**src/rtl/core/motor_kalman_observer_macros.svh**
```systemverilog
// Assertion helpers shared by the observer RTL.
// Both sample on aclk and are off while aresetn is low.
`ifndef MOTOR_KALMAN_OBSERVER_MACROS_SVH
`define MOTOR_KALMAN_OBSERVER_MACROS_SVH

// same-cycle implication
`define MKO_ASSERT_IMP(lbl, ante, cons, msg) \
    lbl: assert property (@(posedge aclk) disable iff (!aresetn) (ante) |-> (cons)) \
        else $error(msg);

// next-cycle implication
`define MKO_ASSERT_NXT(lbl, ante, cons, msg) \
    lbl: assert property (@(posedge aclk) disable iff (!aresetn) (ante) |=> (cons)) \
        else $error(msg);

`endif

```
**src/rtl/core/mko_pkg.sv**
```systemverilog
package mko_pkg;

    localparam int DW     = 48;   // Q24.24 word
    localparam int AW     = 52;   // dot-product accumulator
    localparam int MW     = 50;   // unsigned product magnitude
    localparam int CFG_N  = 8;
    localparam int ADDR_W = 6;
    localparam int IN_W   = 240;
    localparam int OUT_W  = 192;

    localparam logic signed [DW-1:0] MAX_V         = 48'sh7FFF_FFFF_FFFF;
    localparam logic signed [DW-1:0] MIN_V         = 48'sh8000_0000_0000;
    localparam logic signed [DW-1:0] Q_ONE         = 48'sd16777216;
    localparam logic signed [DW-1:0] SAMPLE_PERIOD = 48'sd16777;
    localparam logic signed [DW-1:0] DIAG_INIT     = 48'sd1677721600;

    // register map (index = paddr / 8)
    localparam logic [2:0] CFG_SPEED_DECAY   = 3'd0;
    localparam logic [2:0] CFG_SPEED_FROM_I  = 3'd1;
    localparam logic [2:0] CFG_SPEED_FROM_D  = 3'd2;
    localparam logic [2:0] CFG_I_FROM_SPEED  = 3'd3;
    localparam logic [2:0] CFG_I_DECAY       = 3'd4;
    localparam logic [2:0] CFG_I_FROM_V      = 3'd5;
    localparam logic [2:0] CFG_PROC_NOISE    = 3'd6;
    localparam logic [2:0] CFG_MEAS_NOISE    = 3'd7;

    typedef struct packed {
        logic signed [DW-1:0] val;
        logic                 sat;
    } res_t;

    // sign a magnitude back and clamp
    function automatic res_t apply_sign(input logic [MW-1:0] m, input logic neg);
        res_t r;
        r.sat = 1'b0;
        if (neg) begin
            if (m > {{(MW-DW){1'b0}}, MIN_V}) begin
                r.val = MIN_V;
                r.sat = 1'b1;
            end else begin
                r.val = ~m[DW-1:0] + 1'b1;
            end
        end else begin
            if (m > {{(MW-DW){1'b0}}, MAX_V}) begin
                r.val = MAX_V;
                r.sat = 1'b1;
            end else begin
                r.val = m[DW-1:0];
            end
        end
        return r;
    endfunction

    // transition matrix entries that are not structurally zero
    function automatic logic fnz(input logic [1:0] r, input logic [1:0] c);
        logic nz;
        case ({r, c})
            4'h0, 4'h1, 4'h5, 4'h6, 4'h7, 4'h9, 4'hA, 4'hF: nz = 1'b1;
            default: nz = 1'b0;
        endcase
        return nz;
    endfunction

    function automatic logic signed [AW-1:0] sx(input logic signed [DW-1:0] v);
        return {{(AW-DW){v[DW-1]}}, v};
    endfunction

endpackage

```
**src/rtl/core/mko_recip.sv**
```systemverilog
// 2^48 / |s| rounded, restoring division, one quotient bit a cycle.
module mko_recip import mko_pkg::*; (
    input  logic                 aclk,
    input  logic                 aresetn,
    input  logic                 start,
    input  logic signed [DW-1:0] s,
    output logic                 done,
    output res_t                 res
);

    logic          busy_reg;
    logic          done_reg;
    logic [5:0]    cnt_reg;
    logic          neg_reg;
    logic          zero_reg;
    logic [DW-1:0] div_reg;
    logic [DW:0]   num_reg;
    logic [DW-1:0] rem_reg;
    logic [DW:0]   q_reg;
    logic [DW-1:0] mag_s;
    logic [DW:0]   trial;
    logic          fits;

    assign mag_s = s[DW-1] ? (~s + 1'b1) : s;
    assign trial = {rem_reg, num_reg[DW]};
    assign fits  = trial >= {1'b0, div_reg};

    always_ff @(posedge aclk) begin
        if (!aresetn) begin
            busy_reg <= 1'b0;
            done_reg <= 1'b0;
            cnt_reg  <= 6'd0;
        end else begin
            done_reg <= 1'b0;
            if (start) begin
                zero_reg <= (s == '0);
                neg_reg  <= s[DW-1];
                div_reg  <= mag_s;
                num_reg  <= {1'b1, {DW{1'b0}}} + {2'b00, mag_s[DW-1:1]};
                rem_reg  <= '0;
                q_reg    <= '0;
                cnt_reg  <= 6'(DW + 1);
                busy_reg <= (s != '0);
                done_reg <= (s == '0);
            end else if (busy_reg) begin
                rem_reg <= fits ? DW'(trial - {1'b0, div_reg}) : trial[DW-1:0];
                q_reg   <= {q_reg[DW-1:0], fits};
                num_reg <= {num_reg[DW-1:0], 1'b0};
                cnt_reg <= cnt_reg - 6'd1;
                if (cnt_reg == 6'd1) begin
                    busy_reg <= 1'b0;
                    done_reg <= 1'b1;
                end
            end
        end
    end

    assign done = done_reg;

    always_comb begin
        if (zero_reg) begin
            res.val = MAX_V;
            res.sat = 1'b1;
        end else begin
            res = apply_sign({1'b0, q_reg}, neg_reg);
        end
    end

endmodule

```
**config.mk**
```make
export PLATFORM = sky130hd
export DESIGN_NAME = mko_recip
export DESIGN_NICKNAME = d
export VERILOG_FILES = /design/src/rtl/core/motor_kalman_observer_macros.svh /design/src/rtl/core/mko_pkg.sv /design/src/rtl/core/mko_recip.sv
export SDC_FILE = /design/constraint.sdc
export NUM_CORES = 1
export LEC_CHECK = 0
export ABC_AREA = 1
export BUFFER_PORTS_ARGS = -buffer_cell sky130_fd_sc_hd__buf_2
export CAP_MARGIN = 10
export CORE_ASPECT_RATIO = 1.1
export CORE_MARGIN = 3
export CORE_UTILIZATION = 55
export CTS_CLUSTER_SIZE = 25
export DETAILED_ROUTE_END_ITERATION = 10
export GPL_TIMING_DRIVEN = 0
export PLACE_DENSITY = 0.73
export SYNTH_ARGS = -nofsm -noshare
export SYNTH_HDL_FRONTEND = slang
export SYNTH_SLANG_ARGS = --single-unit
```
**constraint.sdc**
```tcl
create_clock -name aclk -period 12.3 [get_ports aclk]
set_input_delay 2.46 -clock aclk [delete_from_list [all_inputs] [get_ports aclk]]
set_output_delay 2.46 -clock aclk [all_outputs]
set_load 0.01 [all_outputs]
```
* Word-level counts from Yosys, hierarchy flattened
Cells that the tools add are included.
** Storage, ports and cells
- Register bits after elaboration :: 204
- Latch bits :: 0
- Memory bits (writable) :: 0
- ROM bits :: 0
- Input bits :: 51
- Logic and storage cells :: 48
- Memories :: 0
** Operators by class
- Add/subtract/negate cells :: 5
- Multipliers :: 0
- Div/mod/pow operators :: 0
- Order comparisons :: 3
- Equal/unequal tests :: 1
- Shift operators :: 0
- Mux-type cells :: 20
- Bitwise gates (word level) :: 3
- Reduce and logical (&&, ||, !) cells :: 6
** Operators with widths (count)
- $mux 49 :: 5
- $mux 48 :: 5
- $add 48x1->48 const B :: 2
- $not 48->48 :: 2
- $add 49x47->49 const A :: 1
- $ge 49x48->1 :: 1
- $gt 49x47->1 const B :: 1
- $gt 49x48->1 const B :: 1
- $logic_not 48->1 :: 1
- $reduce_bool 48->1 :: 1
- $sub 48x48->48 :: 1
- $mux 6 :: 2
- $mux 1 :: 8
- $eq 6x1->1 const B :: 1
- $sub 6x1->6 const B :: 1
- $reduce_and 2->1 :: 2
- $reduce_bool 2->1 :: 1
- $reduce_or 2->1 :: 1
- $not 1->1 :: 1

* Logic depth before layout (Yosys ltp)
- Word-level depth :: 5
- Gate-level depth with buffers :: 17
- Depth with buffers taken out :: 17

* Worst setup path before layout
OpenSTA, ideal clock, no wires.
- Kind :: input-to-reg
- Start point :: in start
- End point :: reg num_reg[0] (enable)
- Setup time :: 0.700 ns
- Arrival time :: 9.780 ns
- Data required time :: 11.600 ns
- Path slack :: 1.820 ns
- Stages on the path :: 3
- Path buffers :: 1
- Cells stage by stage :: inv_2 clkbuf_1 a21oi_1
** Between the ends
- Cells in the longest elaborated chain, start to end :: 2
** RTL lines
- start: declaration :: line mko_recip.sv:5 : input logic start,
- $reduce_bool 2->1 (no source line)
- $reduce_and 2->1 (no source line)
- end signal: assignment :: line mko_recip.sv:39 : num_reg <= {1'b1, {DW{1'b0}}} + {2'b00, mag_s[DW-1:1]};
- end signal: assignment :: line mko_recip.sv:48 : num_reg <= {num_reg[DW-1:0], 1'b0};
- end: declaration :: line mko_recip.sv:17 : logic [DW:0] num_reg;
Every way passes these cells.
A chain may end at the register's enable or synchronous reset.

==> impl_metrics.env <==
export IMPL_outcome="complete, no violations"
export IMPL_leakage_nw=8.73
export IMPL_p_per_area_nw_per_um2=123
export IMPL_cp_slowest_cell="nor4_4"
export IMPL_cp_max_fo=10
export IMPL_syn_inst=2400
export IMPL_area_sequential_um2=6050
export IMPL_critPathLaunchType="flip-flop"
export IMPL_placement_io_buffers=100
export IMPL_yosys_warnings=0
export IMPL_grt_ovfl_total=0
export IMPL_clkSlewWorstSetupHoldPaths_ns=0.06
export IMPL_crit_chain="inv_1, ha_1, inv_2, nor4_4, nand2_2, nor2_2, nand2_2, a21oi_4, buf_6, nand2_1, nand3_1, buf_2"
export IMPL_drc=0
export IMPL_rsz0062_at_grt="false"
export IMPL_worst_slack_ns=6.20
export IMPL_start_util=0.567
export IMPL_wl_per_cell_um=17.8
export IMPL_utilization=0.635
export IMPL_power_total_mw=2.21
export IMPL_grt_pass1_vias=15279
export IMPL_root_buffer="clkbuf_16"
export IMPL_setup_worst_path_class="reg2out"
export IMPL_final_cell_mix="nand2_1 (855), inv_1 (410), nor2_1 (338), edfxtp_1 (196), nand3_1 (154)"
export IMPL_drt_iter0_drc=1467
export IMPL_endpoint_kind="output pin"
export IMPL_ff2ff_path_depth=11
export IMPL_worstPathArrival_ns=3.64
export IMPL_die_y_um=185
export IMPL_fmaxAchievable_ghz=0.164
export IMPL_setup_tns_ns=0
export IMPL_fin_crit_ns=6.10
export IMPL_routed_wl_mm=51.9
export IMPL_die_x_um=169
export IMPL_hold_class="reg2reg"
export IMPL_yosysSeqAreaShare=0.377
export IMPL_cts_tree="built"
export IMPL_required_ns=9.84
export IMPL_finClkSkew_ns=0.0209
export IMPL_fin_crit_sh=0.496
export IMPL_dp_slack_ns=6.78
export IMPL_dp_hpwl_mm=41.9
export IMPL_clk_path_buf_depth=3
export IMPL_cts_buffers=24
export IMPL_grt_pass1_wl_mm=80.8
export IMPL_whs_path_depth=2
export IMPL_async_flop_share=0
export IMPL_vias=15911
export IMPL_die_area_um2=31200
export IMPL_antenna_found_initial=0
export IMPL_cts_resized=0
export IMPL_syn_to_final_growth_pct=12.0
export IMPL_gp_congestion=1.01
export IMPL_synth_cell_type_count=39
export IMPL_cp_top_family="simple AND/OR/NAND/NOR gates"
export IMPL_min_delay_start="cnt_reg[4]"
export IMPL_slew_headroom=0.413
export IMPL_worst_pin_slew_ns=0.880
export IMPL_final_common_cell="nand2_1"
export IMPL_track_usage=0.331
export IMPL_multi_input_area_um2=8220
export IMPL_core_area_um2=28300
export IMPL_vdd_ir_drop_max_uv=139
export IMPL_synth_fp_nets=2505
export IMPL_fin_area_um2=18000
export IMPL_drive_gt1_frac=0.0761
export IMPL_hold_viol_final=0
export IMPL_slowest_delay_ns=0.65
export IMPL_clock_sinks=204
export IMPL_dpl_instance_area_um2=17200
export IMPL_rrSetupSlack_ns=9.09
export IMPL_drv_cap=0
export IMPL_synth_edf_count=196
export IMPL_r2r_start="rem_reg[31]"
export IMPL_synth_seq_cells=204
export IMPL_min_to="cnt_reg[4]"
export IMPL_finalMaxSlewViolations=0
export IMPL_grt_max_degree=49
export IMPL_critPathBufInv=4
export IMPL_synth_flop_cell="edfxtp_1"
export IMPL_dr_pass1_iters=6
export IMPL_syn_avg_cell_area_um2=6.68
export IMPL_htree_levels=1
export IMPL_vias_per_cell=5.46
export IMPL_nFillCells=2628
export IMPL_std_cell_rows=64
export IMPL_netlist_area_um2=16000
export IMPL_crit_top_cell="nand2_2"
export IMPL_cts_setup_buffers=0
export IMPL_setup_viol=0
export IMPL_clk_latency_ns=0.55
export IMPL_nets=2638
export IMPL_reg2reg_to="rem_reg[43]"
export IMPL_io_pins=101
export IMPL_cts_hold_buf=0
export IMPL_ant_nets=0
[stage by stage]
step / hold WS [ns] / std cells
4_1_cts: 0.501 / 2913
2_1_floorplan: 0.460 / 2400
3_3_place_gp: 0.475 / 2863
3_5_place_dp: 0.493 / 2870
6_report: 0.501 / 2914
5_1_grt: 0.527 / 2913
[layout make-up]
cell class,count,area share
timing repair buffer,107,0.0373
clock inverter,17,0.00975
multi-input combinational,1732,0.458
sequential,204,0.337
antenna,1,0.000139
tap,363,0.0253
inverter,414,0.0865
buffer,50,0.0129
clock buffer,26,0.0339
[cell usage after synthesis, drive strengths merged (3+ instances only)]
master,instances,share of area
nand3b,12,0.0056
nor2,341,0.080
xnor2,30,0.016
nor4,10,0.0048
nor3,33,0.011
ha,53,0.041
clkbuf,29,0.0068
nand3,166,0.056
o21a,3,0.0014
inv,413,0.097
nand4,62,0.024
nand2,862,0.20
a31oi,11,0.0043
o21ai,33,0.010
edfxtp,196,0.37
xor2,57,0.031
o21bai,5,0.0023
dfxtp,8,0.010
buf,21,0.0076
nor3b,3,0.0014
or2,4,0.0016
a21oi,39,0.013
and2,3,0.0012
[where the power goes]
group	leakage, nW	total [mW]	internal, mW	switching, mW
registers	1.95	0.867	0.835	0.0320
clock network	0.379	0.713	0.391	0.322
logic	6.41	0.634	0.202	0.432
total	8.73	2.21	1.43	0.786
[cell families (layout without fill, tap and decap cells)]
kind of cell               count (synthesis)  count (layout)  synth area share
AOI/OAI and AO/OA                         94              94            0.0328
adders and majority gates                 54              54            0.0426
buffers and inverters                    464             614             0.111
DFF                                      204             204             0.377
other                                      0               1                 0
and+or+nand+nor                         1497            1497             0.389
xor gates and xnor gates                  87              87            0.0475
[routing by layer]
metal	GRT usage	up-vias	routed length, um
li1	-	7798	-
met5	0	-	0
met2	0.559	696	24300
met3	0.0472	145	4120
met1	0.425	7272	21000
met4	0.146	0	2540
[worst reg2reg max path: stages (launching register included)]
cell	delay [ns]
edfxtp_1	0.41
ha_1	0.41
nand2_1	0.13
nor2_1	0.22
nand2_1	0.13
nor3_1	0.38
nand4_1	0.31
nand3_2	0.27
buf_2	0.36
nand3_1	0.20
nand2_1	0.11
inv_1	0.04
[how the worst max path moves through the flow]
| stage | startpoint | endpoint | slack (ns) | cells after the start |
|---|---|---|---|---|
| finish | q_reg[0] | res[43] | 6.20 | 12 |
| global route | q_reg[0] | res[47] | 5.97 | 12 |
| CTS | q_reg[0] | res[43] | 6.19 | 12 |
| detailed placement | q_reg[0] | res[43] | 6.78 | 12 |
| global placement | start | rem_reg[46] | -2.14 | 4 |
| floorplan | start | num_reg[0] | 1.82 | 3 |
Note: power is estimated with default switching activity, not from simulation.
