--- src/rtl/core/motor_kalman_observer_macros.svh ---
// Assertion helpers shared by the observer RTL.
// Both sample on aclk and are off while aresetn is low.
`ifndef MOTOR_KALMAN_OBSERVER_MACROS_SVH
`define MOTOR_KALMAN_OBSERVER_MACROS_SVH

// same-cycle implication
`define MKO_ASSERT_IMP(lbl, ante, cons, msg) \
    lbl: assert property (@(posedge aclk) disable iff (!aresetn) (ante) |-> (cons)) \
        else $error(msg);

// next-cycle implication
`define MKO_ASSERT_NXT(lbl, ante, cons, msg) \
    lbl: assert property (@(posedge aclk) disable iff (!aresetn) (ante) |=> (cons)) \
        else $error(msg);

`endif

--- src/rtl/core/mko_pkg.sv ---
package mko_pkg;

    localparam int DW     = 48;   // Q24.24 word
    localparam int AW     = 52;   // dot-product accumulator
    localparam int MW     = 50;   // unsigned product magnitude
    localparam int CFG_N  = 8;
    localparam int ADDR_W = 6;
    localparam int IN_W   = 240;
    localparam int OUT_W  = 192;

    localparam logic signed [DW-1:0] MAX_V         = 48'sh7FFF_FFFF_FFFF;
    localparam logic signed [DW-1:0] MIN_V         = 48'sh8000_0000_0000;
    localparam logic signed [DW-1:0] Q_ONE         = 48'sd16777216;
    localparam logic signed [DW-1:0] SAMPLE_PERIOD = 48'sd16777;
    localparam logic signed [DW-1:0] DIAG_INIT     = 48'sd1677721600;

    // register map (index = paddr / 8)
    localparam logic [2:0] CFG_SPEED_DECAY   = 3'd0;
    localparam logic [2:0] CFG_SPEED_FROM_I  = 3'd1;
    localparam logic [2:0] CFG_SPEED_FROM_D  = 3'd2;
    localparam logic [2:0] CFG_I_FROM_SPEED  = 3'd3;
    localparam logic [2:0] CFG_I_DECAY       = 3'd4;
    localparam logic [2:0] CFG_I_FROM_V      = 3'd5;
    localparam logic [2:0] CFG_PROC_NOISE    = 3'd6;
    localparam logic [2:0] CFG_MEAS_NOISE    = 3'd7;

    typedef struct packed {
        logic signed [DW-1:0] val;
        logic                 sat;
    } res_t;

    // sign a magnitude back and clamp
    function automatic res_t apply_sign(input logic [MW-1:0] m, input logic neg);
        res_t r;
        r.sat = 1'b0;
        if (neg) begin
            if (m > {{(MW-DW){1'b0}}, MIN_V}) begin
                r.val = MIN_V;
                r.sat = 1'b1;
            end else begin
                r.val = ~m[DW-1:0] + 1'b1;
            end
        end else begin
            if (m > {{(MW-DW){1'b0}}, MAX_V}) begin
                r.val = MAX_V;
                r.sat = 1'b1;
            end else begin
                r.val = m[DW-1:0];
            end
        end
        return r;
    endfunction

    // transition matrix entries that are not structurally zero
    function automatic logic fnz(input logic [1:0] r, input logic [1:0] c);
        logic nz;
        case ({r, c})
            4'h0, 4'h1, 4'h5, 4'h6, 4'h7, 4'h9, 4'hA, 4'hF: nz = 1'b1;
            default: nz = 1'b0;
        endcase
        return nz;
    endfunction

    function automatic logic signed [AW-1:0] sx(input logic signed [DW-1:0] v);
        return {{(AW-DW){v[DW-1]}}, v};
    endfunction

endpackage

--- src/rtl/core/mko_fmul.sv ---
// Q24.24 multiply on one 24x24 multiplier, four partial products.
module mko_fmul import mko_pkg::*; (
    input  logic                 aclk,
    input  logic                 aresetn,
    input  logic                 start,
    input  logic signed [DW-1:0] a,
    input  logic signed [DW-1:0] b,
    output logic                 done,
    output res_t                 res
);

    logic          busy_reg;
    logic          done_reg;
    logic [2:0]    step_reg;
    logic          neg_reg;
    logic          hisat_reg;
    logic [DW-1:0] ua_reg;
    logic [DW-1:0] ub_reg;
    logic [DW-1:0] prod_reg;
    logic [MW-1:0] acc_reg;
    logic [23:0]   ma;
    logic [23:0]   mb;

    // step 0: a0*b0, 1: a1*b0, 2: a0*b1, 3: a1*b1
    assign ma = step_reg[0] ? ua_reg[47:24] : ua_reg[23:0];
    assign mb = step_reg[1] ? ub_reg[47:24] : ub_reg[23:0];

    always_ff @(posedge aclk) begin
        if (!aresetn) begin
            busy_reg <= 1'b0;
            done_reg <= 1'b0;
            step_reg <= 3'd0;
        end else begin
            done_reg <= 1'b0;
            if (start) begin
                busy_reg  <= 1'b1;
                step_reg  <= 3'd0;
                neg_reg   <= a[DW-1] ^ b[DW-1];
                ua_reg    <= a[DW-1] ? (~a + 1'b1) : a;
                ub_reg    <= b[DW-1] ? (~b + 1'b1) : b;
                acc_reg   <= '0;
                hisat_reg <= 1'b0;
            end else if (busy_reg) begin
                if (step_reg != 3'd4) begin
                    prod_reg <= {24'd0, ma} * {24'd0, mb};
                end
                case (step_reg)
                    3'd1: acc_reg <= ({2'b00, prod_reg} + 50'd8388608) >> 24;
                    3'd2, 3'd3: acc_reg <= acc_reg + {2'b00, prod_reg};
                    3'd4: begin
                        if (prod_reg[47:24] != 24'd0) begin
                            hisat_reg <= 1'b1;
                        end else begin
                            acc_reg <= acc_reg + {2'b00, prod_reg[23:0], 24'd0};
                        end
                    end
                    default: ;
                endcase
                if (step_reg == 3'd4) begin
                    busy_reg <= 1'b0;
                    done_reg <= 1'b1;
                end
                step_reg <= step_reg + 3'd1;
            end
        end
    end

    assign done = done_reg;

    always_comb begin
        if (hisat_reg) begin
            res.val = neg_reg ? MIN_V : MAX_V;
            res.sat = 1'b1;
        end else begin
            res = apply_sign(acc_reg, neg_reg);
        end
    end

endmodule

--- config.mk ---
export PLATFORM = sky130hd
export DESIGN_NAME = mko_fmul
export DESIGN_NICKNAME = d
export VERILOG_FILES = /design/src/rtl/core/motor_kalman_observer_macros.svh /design/src/rtl/core/mko_pkg.sv /design/src/rtl/core/mko_fmul.sv
export SDC_FILE = /design/constraint.sdc
export NUM_CORES = 2
export LEC_CHECK = 0
export ABC_AREA = 1
export BUFFER_PORTS_ARGS = -buffer_cell sky130_fd_sc_hd__buf_2
export CORE_ASPECT_RATIO = 1.75
export CORE_MARGIN = 1.5
export CORE_UTILIZATION = 65
export CTS_CLUSTER_DIAMETER = 100
export CTS_CLUSTER_SIZE = 25
export DETAILED_ROUTE_END_ITERATION = 7
export PLACE_DENSITY = 0.83
export SETUP_SLACK_MARGIN = 0.02
export SLEW_MARGIN = 30
export SYNTH_ARGS = -nofsm -noshare
export SYNTH_HDL_FRONTEND = slang
export SYNTH_SLANG_ARGS = --single-unit
export TNS_END_PERCENT = 5
--- constraint.sdc ---
create_clock -name aclk -period 17.57 [get_ports aclk]
set_clock_uncertainty 0.15 [all_clocks]
set_input_delay 2.6355 -clock aclk [delete_from_list [all_inputs] [get_ports aclk]]
set_output_delay 2.6355 -clock aclk [all_outputs]
set_load 0.01 [all_outputs]
==> report_table.html, run 1 <==
<table>
<tr><th>Metric</th><th>Value</th></tr>
<tr><th colspan="2">Outcome</th></tr>
<tr><td>Run status</td><td>aborted with a tool error</td></tr>
<tr><td>Stopping stage</td><td>5_1_grt</td></tr>
<tr><td>Run-stopping error</td><td>[ERROR GRT-0116] Global routing finished with congestion. Check the congestion regions in the DRC Viewer.</td></tr>
<tr><th colspan="2">Clocking</th></tr>
<tr><td>Clock sinks</td><td>201</td></tr>
<tr><td>Post-CTS Resized</td><td>0</td></tr>
<tr><td>CTS max path bufs</td><td>3</td></tr>
<tr><td>Clk Tree Root Cell</td><td>sky130_fd_sc_hd__clkbuf_16</td></tr>
<tr><td>Total setup buffers inserted after CTS</td><td>0</td></tr>
<tr><td>Post-CTS Hold Buffers</td><td>0</td></tr>
<tr><td>Maximum level of the CTS H-tree</td><td>1</td></tr>
<tr><td>Num CTS Buffers</td><td>12</td></tr>
<tr><th colspan="2">Floorplanning</th></tr>
<tr><td>Die Width</td><td>184 um</td></tr>
<tr><td>I/O Pins</td><td>149</td></tr>
<tr><td>Die Span Y</td><td>320 um</td></tr>
<tr><td>Initial Util</td><td>65.5%</td></tr>
<tr><td>Row count</td><td>116</td></tr>
<tr><th colspan="2">Yosys</th></tr>
<tr><td>Number of synthesized register bits</td><td>201</td></tr>
<tr><td>Fraction of post-synthesis cell area in the top cell type by area</td><td>25.9%</td></tr>
<tr><td>Simple-gate area share of the yosys netlist</td><td>26.0%</td></tr>
<tr><td>Syn_nets</td><td>5897</td></tr>
<tr><td>Unique masters post-synth</td><td>56</td></tr>
<tr><td>Gate count of the mapped netlist</td><td>5059</td></tr>
<tr><td>Cell taking the most area after synthesis</td><td>sky130_fd_sc_hd__fa_1</td></tr>
<tr><td>Leading cell types by total area after synthesis</td><td>sky130_fd_sc_hd__fa_1 (26%), sky130_fd_sc_hd__edfxtp_1 (16%), sky130_fd_sc_hd__nand2_1 (11%), sky130_fd_sc_hd__inv_1 (9.9%), sky130_fd_sc_hd__ha_1 (8.5%)</td></tr>
<tr><td>Share of flip-flops with an asynchronous set or reset after synthesis</td><td>0%</td></tr>
<tr><td>Main combinational cell family by area after synthesis</td><td>adder cells</td></tr>
<tr><td>Post-synth EDFFs</td><td>196</td></tr>
<tr><td>Compound-cell area share of the yosys netlist</td><td>7.83%</td></tr>
<tr><td>Post-Synth XOR/XNOR Area</td><td>4.10%</td></tr>
<tr><td>Portion of the post-synthesis area used by sequential elements</td><td>16.0%</td></tr>
<tr><td>Share of cell area taken by muxes after synthesis</td><td>0.0536%</td></tr>
<tr><td>Synthesized-area fraction occupied by adder cells</td><td>34.5%</td></tr>
<tr><td>Top flip-flop cell by instance count after synthesis</td><td>sky130_fd_sc_hd__edfxtp_1</td></tr>
<tr><td>Yosys warnings</td><td>0</td></tr>
<tr><td>Syn Std Cell Area</td><td>0.0374 mm^2</td></tr>
<tr><td>Post-Syn Area per Cell</td><td>7.39 um^2</td></tr>
<tr><th colspan="2">Placement</th></tr>
<tr><td>Port Buffers</td><td>148</td></tr>
<tr><td>Instance count after placement with tap cells included</td><td>5902</td></tr>
<tr><td>RePlAce Congestion</td><td>1.20</td></tr>
<tr><td>Placed wire-length estimate after detailed placement</td><td>126000 um</td></tr>
<tr><td>Pre-CTS setup slack</td><td>9.13 ns</td></tr>
<tr><th colspan="2">Global route</th></tr>
<tr><td>Total grt overflow</td><td>91</td></tr>
<tr><td>Maximum number of pins on one net before global-route repair</td><td>76</td></tr>
<tr><td>Via count of the first global-routing pass</td><td>41000</td></tr>
<tr><td>Wire length of the first global-routing pass</td><td>269000 um</td></tr>
<tr><td>Overall global routing resource usage</td><td>63.2%</td></tr>
</table>
==> stage by stage <==
stage          hold slack [ns]  area, um^2
2_1_floorplan            0.340       37400
3_5_place_dp             0.370       39000
3_3_place_gp             0.358       39000
4_1_cts                  0.386       39400
==> layer usage <==
metal,overflow,GRT usage [%]
met2,47,89.2
met4,43,71.3
met3,1,38.5
met5,0,6.89
met1,0,58.0
==> cell families after synthesis <==
| logic type | Yosys count |
|---|---|
| fa+ha+maj | 739 |
| flops | 201 |
| mux | 2 |
| xor+xnor | 175 |
| simple gates | 2293 |
| buf+inv | 1133 |
| compound gates | 516 |
==> synthesized netlist by cell type, drive strengths merged, types with 2 or more instances <==
| library cell | n |
|---|---|
| o21ai | 212 |
| fa | 484 |
| nand4 | 82 |
| o21bai | 18 |
| and3 | 2 |
| o21a | 6 |
| edfxtp | 196 |
| nor4 | 22 |
| and2 | 2 |
| nor3 | 111 |
| a21o | 11 |
| or2 | 73 |
| a31oi | 15 |
| clkbuf | 101 |
| o22ai | 27 |
| o211ai | 9 |
| ha | 255 |
| a21boi | 6 |
| nand3 | 229 |
| nand3b | 18 |
| buf | 30 |
| xnor2 | 41 |
| xor2 | 134 |
| a21oi | 187 |
| o221ai | 5 |
| o31ai | 11 |
| dfxtp | 5 |
| nand2 | 1076 |
| mux2i | 2 |
| a22oi | 5 |
| inv | 989 |
| nor2 | 676 |
| clkinv | 13 |
==> run 2: changes to the inputs <==
- CORE_ASPECT_RATIO: 1.75 -> not set
- CORE_UTILIZATION: 65 -> 40
- CTS_CLUSTER_DIAMETER: 100 -> not set
- CTS_CLUSTER_SIZE: 25 -> not set
- PLACE_DENSITY: 0.83 -> not set
- PLACE_DENSITY_LB_ADDON: not set -> 0.15
- SETUP_SLACK_MARGIN: 0.02 -> not set
==> run 2 against run 1 <==
Against the previous run: the run now ends clean; synthesized cell count is the same; area after synthesis is the same.
==> report_table.html, run 2 <==
<table>
<tr><th>Metric</th><th>Value</th></tr>
<tr><th colspan="2">Yosys</th></tr>
<tr><td>Yosys warnings</td><td>0 (unchanged)</td></tr>
<tr><td>Number of synthesized register bits</td><td>201 (unchanged)</td></tr>
<tr><td>Post-synth EDFFs</td><td>196 (unchanged)</td></tr>
<tr><td>Syn Std Cell Area</td><td>0.0374 mm^2 (unchanged)</td></tr>
<tr><td>Post-Syn Area per Cell</td><td>7.39 um^2 (unchanged)</td></tr>
<tr><td>Leading cell types by total area after synthesis</td><td>sky130_fd_sc_hd__fa_1 (26%), sky130_fd_sc_hd__edfxtp_1 (16%), sky130_fd_sc_hd__nand2_1 (11%), sky130_fd_sc_hd__inv_1 (9.9%), sky130_fd_sc_hd__ha_1 (8.5%) (unchanged)</td></tr>
<tr><td>Unique masters post-synth</td><td>56 (unchanged)</td></tr>
<tr><td>Portion of the post-synthesis area used by sequential elements</td><td>16.0% (unchanged)</td></tr>
<tr><td>Top flip-flop cell by instance count after synthesis</td><td>sky130_fd_sc_hd__edfxtp_1 (unchanged)</td></tr>
<tr><td>Share of flip-flops with an asynchronous set or reset after synthesis</td><td>0% (unchanged)</td></tr>
<tr><td>Fraction of post-synthesis cell area in the top cell type by area</td><td>25.9% (unchanged)</td></tr>
<tr><td>Gate count of the mapped netlist</td><td>5059 (unchanged)</td></tr>
<tr><td>Leading cell type by number of instances after synthesis</td><td>sky130_fd_sc_hd__nand2_1 (unchanged)</td></tr>
<tr><td>Synth top cells by count</td><td>sky130_fd_sc_hd__nand2_1 (1065), sky130_fd_sc_hd__inv_1 (981), sky130_fd_sc_hd__nor2_1 (664), sky130_fd_sc_hd__fa_1 (484), sky130_fd_sc_hd__ha_1 (255) (unchanged)</td></tr>
<tr><td>Syn_nets</td><td>5897 (unchanged)</td></tr>
<tr><td>Cell taking the most area after synthesis</td><td>sky130_fd_sc_hd__fa_1 (unchanged)</td></tr>
<tr><th colspan="2">Clocking</th></tr>
<tr><td>Clock sinks</td><td>201 (unchanged)</td></tr>
<tr><td>Clock tree from TritonCTS</td><td>done</td></tr>
<tr><td>Post-CTS Hold Buffers</td><td>0 (unchanged)</td></tr>
<tr><td>Clock slew at reported path FFs</td><td>0.06 ns</td></tr>
<tr><td>Clk Tree Root Cell</td><td>sky130_fd_sc_hd__clkbuf_16 (unchanged)</td></tr>
<tr><td>CTS max path bufs</td><td>3 (unchanged)</td></tr>
<tr><td>Maximum level of the CTS H-tree</td><td>1 (unchanged)</td></tr>
<tr><td>Total setup buffers inserted after CTS</td><td>0 (unchanged)</td></tr>
<tr><td>Num CTS Buffers</td><td>28 (was 12)</td></tr>
<tr><td>Clock latency on the worst-skew pair</td><td>0.62 ns</td></tr>
<tr><td>Post-CTS Resized</td><td>0 (unchanged)</td></tr>
<tr><th colspan="2">Floorplanning</th></tr>
<tr><td>Initial Util</td><td>40.6% (was 65.5%)</td></tr>
<tr><td>Total die area</td><td>0.0953 mm^2</td></tr>
<tr><td>I/O Pins</td><td>149 (unchanged)</td></tr>
<tr><td>Core box area</td><td>0.0921 mm^2</td></tr>
<tr><td>Die Span Y</td><td>309 um (was 320 um)</td></tr>
<tr><td>Die Width</td><td>309 um (was 184 um)</td></tr>
<tr><td>Row count</td><td>111 (was 116)</td></tr>
<tr><th colspan="2">Critical path</th></tr>
<tr><td>Max incr delay on CP</td><td>0.65 ns</td></tr>
<tr><td>Standard cell with the maximum stage delay on the critical path</td><td>sky130_fd_sc_hd__inv_1</td></tr>
<tr><td>Crit Path Category</td><td>reg2reg</td></tr>
<tr><td>Cell seen most often among critical-path stages</td><td>sky130_fd_sc_hd__inv_1</td></tr>
<tr><td>CP Launch Type</td><td>flip-flop</td></tr>
<tr><td>Endpoint kind of the worst setup timing path</td><td>flip-flop</td></tr>
<tr><td>Data required time at the worst endpoint</td><td>17.78 ns</td></tr>
<tr><td>Crit-path max FO</td><td>28</td></tr>
<tr><td>Minimum setup slack among reg-to-reg paths</td><td>9.09 ns</td></tr>
<tr><td>Number of cells traversed by the worst register-to-register path</td><td>31</td></tr>
<tr><td>CP Data Arrival Time</td><td>8.70 ns</td></tr>
<tr><td>Capturing point of the worst reg2reg path</td><td>prod_reg[42]</td></tr>
<tr><td>Source of the worst register-to-register timing path</td><td>step_reg[0]</td></tr>
<tr><th colspan="2">Detailed routing</th></tr>
<tr><td>Via count</td><td>34100</td></tr>
<tr><td>Antenna-violating nets left</td><td>0</td></tr>
<tr><td>Avg WL per Cell</td><td>22.1 um</td></tr>
<tr><td>Detailed Route Iter0 Violations</td><td>3080</td></tr>
<tr><td>Ratio of routed vias to standard cells</td><td>5.30</td></tr>
<tr><td>DR DRC count</td><td>0</td></tr>
<tr><td>1st-pass router iterations</td><td>5</td></tr>
<tr><td>Final Routed Wirelength</td><td>142000 um</td></tr>
<tr><th colspan="2">Layout</th></tr>
<tr><td>Ratio of cells with drive above 1 in the final layout</td><td>7.84%</td></tr>
<tr><td>Synth-to-layout area growth</td><td>8.92%</td></tr>
<tr><td>Most common library cell in the layout ignoring fill and taps</td><td>sky130_fd_sc_hd__nand2_1</td></tr>
<tr><td>Commonest cells after routing, fill and taps aside</td><td>sky130_fd_sc_hd__nand2_1 (1065), sky130_fd_sc_hd__inv_1 (980), sky130_fd_sc_hd__nor2_1 (663)</td></tr>
<tr><td>Number of fill cells in the layout</td><td>9626</td></tr>
<tr><td>Flip-flop count of the largest register, all copies and words added</td><td>50</td></tr>
<tr><td>Register Area</td><td>0.00599 mm^2</td></tr>
<tr><td>Number of nets at the end of the flow</td><td>6006</td></tr>
<tr><td>Area taken by multi-input logic gates</td><td>0.0271 mm^2</td></tr>
<tr><th colspan="2">Timing</th></tr>
<tr><td>Period minus WS final</td><td>8.48 ns</td></tr>
<tr><td>Final period utilization</td><td>48.3%</td></tr>
<tr><td>Setup repair after global routing missed its margin</td><td>no</td></tr>
<tr><td>Post-route setup TNS</td><td>0 ns</td></tr>
<tr><td>Worst-Margin Slew</td><td>1.00 ns</td></tr>
<tr><td>Slew margin rel.</td><td>33.1%</td></tr>
<tr><td>Count of endpoints failing hold in the final timing report</td><td>0</td></tr>
<tr><td>Maximum achievable frequency</td><td>118 MHz</td></tr>
<tr><td>Count of final max-slew check failures</td><td>0</td></tr>
<tr><td>Total of endpoints with negative setup slack in the final report</td><td>0</td></tr>
<tr><th colspan="2">Global route</th></tr>
<tr><td>Via count of the first global-routing pass</td><td>34000</td></tr>
<tr><td>Maximum number of pins on one net before global-route repair</td><td>75</td></tr>
<tr><td>Overall global routing resource usage</td><td>30.0%</td></tr>
<tr><td>Wire length of the first global-routing pass</td><td>213000 um</td></tr>
<tr><td>Initial antenna violation count</td><td>0</td></tr>
<tr><td>Total grt overflow</td><td>0</td></tr>
<tr><th colspan="2">Outcome</th></tr>
<tr><td>Run status</td><td>finished clean (was aborted with a tool error)</td></tr>
<tr><th colspan="2">Placement</th></tr>
<tr><td>Placed wire-length estimate after detailed placement</td><td>119000 um (was 126000 um)</td></tr>
<tr><td>RePlAce Congestion</td><td>0.999 (was 1.20)</td></tr>
<tr><td>Port Buffers</td><td>148 (unchanged)</td></tr>
<tr><th colspan="2">Min path</th></tr>
<tr><td>WHS Path Cells</td><td>2</td></tr>
<tr><td>Capture endpoint of the worst hold path</td><td>step_reg[2]</td></tr>
<tr><td>Startpoint of the tightest hold check path</td><td>step_reg[2]</td></tr>
<tr><td>Class of the tightest hold or removal check</td><td>reg2reg</td></tr>
<tr><th colspan="2">Job</th></tr>
<tr><td>Max-cap violations</td><td>0</td></tr>
</table>
-- run 2: cell counts after synthesis --
No cell type changed its count.
-- run 2: layout make-up --
class | count | area share (%)
multi-input combinational | 3725 | 66.7
sequential | 201 | 14.7
inverter | 1002 | 9.26
tap | 1243 | 3.82
timing repair buffer | 210 | 2.97
clock buffer | 30 | 1.76
clock inverter | 21 | 0.809
antenna | 2 | 0.0123
-- run 2: worst max-delay path, delay by kind of cell (launching register included) --
kind                       cells  cell delay, ns
buffers and inverters         11            1.88
adders and majority gates      8            4.10
AOI/OAI and AO/OA              2            0.31
and+or+nand+nor               10            1.43
DFF                            1            0.30
-- run 2: how the worst max path moves through the flow --
| stage | from | to | slack [ns] |
|---|---|---|---|
| floorplan | step_reg[1] | prod_reg[33] | 10.68 |
| global placement | step_reg[0] | prod_reg[42] | 9.24 |
| detailed placement | step_reg[0] | prod_reg[42] | 9.19 |
| CTS | step_reg[0] | prod_reg[42] | 9.12 |
| global route | step_reg[0] | prod_reg[42] | 8.76 |
| finish | step_reg[0] | prod_reg[42] | 9.09 |
-- run 2: routing by layer --
metal	wire length, um	up-vias	track usage [%]
met2	65600	1217	49.7
met4	6480	0	11.4
met3	8570	248	3.21
met1	61400	16600	40.3
li1	-	16000	-
met5	0	-	0
-- run 2: through the flow --
stage / util [%] / area (um^2) / setup slack, ns / hold slack [ns] / instances
finish: 44.2 / 40700 / 9.09 / 0.366 / 6434
global route: 44.2 / 40700 / 8.76 / 0.397 / 6432
CTS: 44.2 / 40700 / 9.12 / 0.367 / 6432
detailed placement: 43.1 / 39600 / 9.19 / 0.359 / 6381
global placement: 43.0 / 39600 / 9.24 / 0.363 / 6381
floorplan: - / 37400 / 10.68 / 0.340 / 5059
-- run 2: cell families after synthesis --
logic type	after synthesis	synth area share [%]
and+or+nand+nor	2293	26.0
AOI/OAI and AO/OA	516	7.83
muxes	2	0.0536
xor gates and xnor gates	175	4.10
DFF	201	16.0
adders and majority gates	739	34.5
buffers and inverters	1133	11.6
Power of run 2 is not shown: default switching activity piles up to over one toggle a cycle in this logic, so the estimate is an artifact.
